File: src/sv/ackcw_pkg.sv
// Package for the ACK-driven congestion window.
// Holds register indexes, reset values and fixed-point constants.
// No dependencies.
package ackcw_pkg;

   // Configuration register indexes
   localparam int CSR_IDX_W = 4;
   localparam logic [CSR_IDX_W-1:0] REG_MAX_WINDOW     = CSR_IDX_W'(0);
   localparam logic [CSR_IDX_W-1:0] REG_INIT_THRESHOLD = CSR_IDX_W'(1);

   // Register reset values, in whole packets
   localparam logic [15:0] MAX_WINDOW_RST     = 16'd64;
   localparam logic [15:0] INIT_THRESHOLD_RST = 16'd32;

   // Q16.16 one
   localparam logic [31:0] Q_ONE = 32'h0001_0000;

   // Ahead count value that triggers the halving on the next ahead ACK
   localparam logic [1:0] AHEAD_LAST = 2'd2;

   // Reciprocal divider: 2^32 / window, one quotient bit per step
   localparam int DIV_STEPS = 33;
   localparam int DIV_CNT_W = 6;

   // Command codes
   localparam logic CMD_ACK     = 1'b0;
   localparam logic CMD_TIMEOUT = 1'b1;

endpackage

File: src/sv/ackcw_recip.sv
// Serial reciprocal unit: quotient = floor(2^32 / divisor), one bit per cycle.
// Restoring division over the 33 dividend bits. Depends on ackcw_pkg.
module ackcw_recip import ackcw_pkg::*; (
   input  logic        clock,
   input  logic        reset,
   input  logic        start,
   input  logic [31:0] divisor,
   output logic        done,
   output logic [32:0] quotient
);

   logic                 busy_ff;
   logic                 done_ff;
   logic [DIV_CNT_W-1:0] count_ff;
   logic [31:0]          rem_ff;
   logic [32:0]          quot_ff;
   logic [31:0]          divisor_ff;

   logic        bit_in;
   logic [32:0] rem_sh;
   logic [32:0] diff;
   logic        ge;

   // One restoring step: the dividend is a single one followed by zeros
   always_comb begin
      bit_in = (count_ff == '0);
      rem_sh = {rem_ff, bit_in};
      diff   = rem_sh - {1'b0, divisor_ff};
      ge     = (rem_sh >= {1'b0, divisor_ff});
   end

   // Sequence the steps
   always_ff @(posedge clock) begin
      if (reset) begin
         busy_ff  <= 1'b0;
         done_ff  <= 1'b0;
         count_ff <= '0;
      end else begin
         done_ff <= 1'b0;
         if (start) begin
            busy_ff    <= 1'b1;
            count_ff   <= '0;
            rem_ff     <= '0;
            quot_ff    <= '0;
            divisor_ff <= divisor;
         end else if (busy_ff) begin
            rem_ff   <= ge ? diff[31:0] : rem_sh[31:0];
            quot_ff  <= {quot_ff[31:0], ge};
            count_ff <= count_ff + 1'b1;
            if (count_ff == DIV_CNT_W'(DIV_STEPS - 1)) begin
               busy_ff <= 1'b0;
               done_ff <= 1'b1;
            end
         end
      end
   end

   assign done     = done_ff;
   assign quotient = quot_ff;

endmodule

File: config.mk
export PLATFORM = sky130hd
export DESIGN_NAME = ackcw_recip
export DESIGN_NICKNAME = d
export VERILOG_FILES = /design/src/sv/ackcw_pkg.sv /design/src/sv/ackcw_recip.sv
export SDC_FILE = /design/constraint.sdc
export NUM_CORES = 1
export LEC_CHECK = 0
export BUFFER_PORTS_ARGS = -buffer_cell sky130_fd_sc_hd__buf_2
export CORE_UTILIZATION = 35
export DETAILED_ROUTE_END_ITERATION = 12
export GPL_TIMING_DRIVEN = 0
export SYNTH_ARGS = -nofsm -noshare
export SYNTH_HDL_FRONTEND = slang
export SYNTH_SLANG_ARGS = --single-unit
File: constraint.sdc
create_clock -name clock -period 10.6 [get_ports clock]
set_input_delay 1.59 -clock clock [delete_from_list [all_inputs] [get_ports clock]]
set_output_delay 1.59 -clock clock [all_outputs]
set_load 0.05 [all_outputs]
# After elaboration in Yosys (flattened, before gate mapping)
# Index checks and enable logic that the tools add are counted.
[totals] mem_count=0 inputBits=35 register_bits=105 out_inout_bits=34 elab_cells=25 latch_bits=0 ramBits=0 mem_bits_ro=0
[op_classes] n_mux=7 n_eq_ne=1 bitwise=2 n_reduce_logical=6 mul=0 shifts=0 add_sub_neg=2 magnitude_cmp=1 div_mod_pow=0
[op_table] operator="$mux W32" n=2
[op_table] operator="$ge A33 B32 Y1" n=1
[op_table] operator="$mux W33" n=1
[op_table] operator="$sub A32 B32 Y32" n=1
[op_table] operator="$add A6 B1 Y6 const B" n=1
[op_table] operator="$eq A6 B6 Y1 const B" n=1
[op_table] operator="$logic_not A6 Y1" n=1
[op_table] operator="$mux W1" n=4
[op_table] operator="$reduce_and A2 Y1" n=2
[op_table] operator="$reduce_or A3 Y1" n=1
[op_table] operator="$not A1 Y1" n=2
[op_table] operator="$reduce_bool A2 Y1" n=1
[op_table] operator="$reduce_or A2 Y1" n=1

# Depth between registers and ports, before layout
[logic_depth] depth_word=4 mapped_depth=16 mapped_depth_nobuf=16

# Least setup slack after synthesis
# Ideal clock, no wire load.
[synth_path] path_kind="input to register" startpoint="input start" endpoint="register quot_ff[0] (netlist: quotient[0]) (enable)" setup_ps=512 required_ps=10088 cell_stages=2 arrival_time_ps=4875 setup_slack_ps=5213 path_cell_list="inv_1 > a21oi_1"
[synth_via] elab_chain_cells=2
[synth_lines] item="start, declared" line_no="ackcw_recip.sv:6" text="input logic start,"
[synth_lines] item="$reduce_bool A2 Y1 (no line)"
[synth_lines] item="$reduce_and A2 Y1 (no line)"
[synth_lines] item="end signal, assigned" line_no="ackcw_recip.sv:48" text="quot_ff <= {quot_ff[31:0], ge};"
[synth_lines] item="end, declared" line_no="ackcw_recip.sv:16" text="logic [32:0] quot_ff;"
# No other way between the ends.
# A chain may end at the register's enable or synchronous reset.

# Worst setup path in the final report
[layout_path] startpoint="register count_ff[0]" endpoint="register rem_ff[18] (data pin)"
[layout_via] elab_chain_cells=4 elab_cells_between_ends=5 cone_classes="add/sub (1); order compare (1); mux (2); reduce/logical (1)"
[layout_lines] item="start, declared" line_no="ackcw_recip.sv:14" text="logic [DIV_CNT_W-1:0] count_ff;"
[layout_lines] item="start signal, assigned" line_no="ackcw_recip.sv:49" text="count_ff <= count_ff + 1'b1;"
[layout_lines] item="$logic_not A6 Y1 (*)" line_no="ackcw_recip.sv:26" text="bit_in = (count_ff == '0);"
[layout_lines] item="$sub A32 B32 Y32 or $ge A33 B32 Y1 (tied branches)" line_no="ackcw_recip.sv:28, ackcw_recip.sv:29"
[layout_lines] item="$mux W32 (*)" line_no="ackcw_recip.sv:47" text="rem_ff <= ge ? diff[31:0] : rem_sh[31:0];"
[layout_lines] item="$mux W32 (*)" line_no="ackcw_recip.sv:46" text="end else if (busy_ff) begin"
[layout_lines] item="end signal, assigned" line_no="ackcw_recip.sv:47"
[layout_lines] item="end, declared" line_no="ackcw_recip.sv:15" text="logic [31:0] rem_ff;"
# Every way passes the cells marked *; elsewhere a longest branch is shown, timed or not. The select of a mux whose other input is x is not followed.

==> run metrics <==
CTS buffer count=9; die area=17100 sq um; cts hold-fix bufs=0; Worst Skew=0.00899 ns; final WL=11900 um; Yosys reg bits=105; row cnt=46; global-route wire length before repair=19400 um; deepest clock path buffer count=2; ys flop type=edfxtp_1; WS Path Type=reg -> reg; status=complete, no violations; ys async rst share=0%; H-tree levels=3; nets=655; worst min-delay path category=reg -> reg; warnings from Yosys=0; setup TNS=0 ns; I/O pin cnt=69; post-CTS setup buffers=0; mux cell area share after synthesis=4.66%; RSZ-0062 raised after global routing=false; xor/xnor share of the synthesized area=4.53%; power density cells=169 nW/um^2; top cells by count, synth=edfxtp_1, nor2_1, inv_1; Post-synth EDFFs=97; slew margin rel.=62.1%; Post-Syn Area=5800 sq um; Initial Utilization=36.1%; Via Count=3937; Multi-input gate area=2480 sq um; CTS tree=yes; Syn Inst Count=503; CTS root buffer=clkbuf_16; Syn-to-layout area delta=17.1%; Layout fillers=1543; Vias/cell=4.88; Compound-Gate Fraction of Synth Area=12.4%; Clock Latency Late Sink=0.36 ns; Final Max Tran Viols=0; crit end category=flip-flop; Synth Area in Adders=7.68%; Area contributors post-synth=edfxtp_1, ha_1, mux2i_1; Netlist cell types=56; Post-DRT Antenna Nets=0; crit path launch type=flip-flop; post-DP HPWL=8740 um; Die Y=131 um; top cell type's share of synthesized area=50.2%; Core Region=16100 sq um; Resized cells post-CTS=0; Max Clock Freq=259 MHz; post-layout min period=3.85 ns; initial antenna violation count=0; global-route usage over all layers=14.9%; maximum fanout along the worst path=4; DRT Pass-1 Iters=6; largest net degree at the start of global routing=33; Antenna Diode Count=0; Post-Syn Nets=573; combinational family with the most area after synthesis=simple AND/OR/NAND/NOR gates; Max Cap Violations=0; Setup-failing EPs final=0; final routed DRC violation total=0; Sink Count=105; die width=131 um; Worst Tran Pin Value=0.568 ns; GP Congestion=0.847; final hold vios=0; vias in the first global route=3964; share of cells above drive strength 1=18.8%; Post-Synth Simple-Gate Area=13.2%; Seq. cell area=3070 sq um; top-count cell post-synth=edfxtp_1; critical path required time=10.70 ns; Syn Area/Cell=11.5 sq um; Reg clk slew, reported paths=0.08 ns; Buffers on Ports=68; grt total ovfl=0; cell leakage power=2.82 nW; worst endpoint data arrival time=3.95 ns; post-synthesis sequential area ratio=53.0%; DR iter-0 viols=194; post-layout util=42.3%; IR drop worst, VDD=0.0819 mV; top cell type by total area after synthesis=edfxtp_1; wire per inst=14.7 um; period utilization=36.4%
-- power breakdown --
group          internal [W]  switching (W)
sequential         0.000492      0.0000138
combinational      0.000124       0.000184
clock              0.000167       0.000169
total              0.000783       0.000367
-- per-stage QoR --
stage / hold WS (ns) / worst slack, ns / instances / total power (W) / cell area, sq um
2_1_floorplan: 0.452 / 5.21 / 503 / 0.000755 / 5800
3_3_place_gp: 0.479 / 3.57 / 787 / 0.000816 / 6410
3_5_place_dp: 0.488 / 6.83 / 790 / 0.000823 / 6500
4_1_cts: 0.500 / 6.79 / 806 / 0.00116 / 6790
5_1_grt: 0.519 / 6.51 / 806 / 0.00121 / 6790
6_report: 0.494 / 6.75 / 806 / 0.00115 / 6790
-- critical path, stage by stage (launching register included) --
cell,delay [ns]
dfxtp_1,0.40
inv_1,0.07
ha_1,0.20
nor4b_1,0.15
nand2b_1,0.09
ha_1,0.17
inv_1,0.05
fa_1,0.40
a21o_1,0.21
a221oi_1,0.55
o21ai_0,0.36
a31oi_1,0.40
o221ai_1,0.20
xnor2_1,0.16
mux2i_1,0.13
nor2_1,0.05
-- sequential cells by signal, summed over array words and instances, names as in the netlist --
register	flops
count_ff	6
rem_ff	32
divisor_ff	32
quotient	33
done	1
busy_ff	1
-- cell families after synthesis --
| kind of cell | count (synthesis) |
|---|---|
| compound gates | 96 |
| xor+xnor | 30 |
| fa+ha+maj | 35 |
| buf+inv | 58 |
| flops | 105 |
| mux | 27 |
| simple gates | 152 |
-- metal layers --
| metal | vias to the layer above | share of wire [%] | global-route usage (%) |
|---|---|---|---|
| li1 | 1990 | - | - |
| met1 | 1886 | 46 | 19.1 |
| met2 | 47 | 49 | 24.5 |
| met3 | 14 | 3.3 | 3.18 |
| met4 | 0 | 1.6 | 5.88 |
| met5 | - | 0 | 0 |
-- final timing paths --
check,start,to,slack [ns],cells after the start
hold reg to reg,count_ff[5]$_SDFFE_PP0P_,done$_SDFF_PP0_,0.49,2
setup reg to reg,count_ff[0]$_SDFFE_PP0P_,rem_ff[18]$_SDFFCE_PP0P_,6.75,15
setup / recovery,count_ff[0]$_SDFFE_PP0P_,rem_ff[18]$_SDFFCE_PP0P_,6.75,15
hold / removal,count_ff[5]$_SDFFE_PP0P_,done$_SDFF_PP0_,0.49,2
-- final cells by class --
class | count | area share (%)
buffer | 19 | 1.75
tap | 216 | 3.98
clock buffer | 9 | 3.31
inverter | 39 | 2.15
timing repair buffer | 71 | 6.00
sequential | 105 | 45.2
clock inverter | 7 | 1.03
multi-input combinational | 340 | 36.5
-- cell usage in the layout, fill, tap and decap left out, types with 2 or more instances in the layout --
master,count
clkbuf_1,13
xor2_1,14
or3_1,3
a31oi_1,5
a221oi_1,3
o31ai_1,2
inv_1,39
buf_2,68
nand2_1,25
nor2b_1,35
and2_1,2
o21a_1,8
xnor2_1,16
nand3_1,10
mux2i_1,27
and4_1,3
inv_8,3
nor3_1,6
o21bai_1,2
buf_4,4
a211oi_1,3
dfxtp_1,8
a21oi_1,24
a21o_1,13
clkbuf_16,9
and3_1,2
nor2_1,47
edfxtp_1,97
nor4_1,2
or2_2,3
buf_12,4
nand4_1,9
o21ai_0,15
ha_1,34
(Power assumes the default switching activity.)
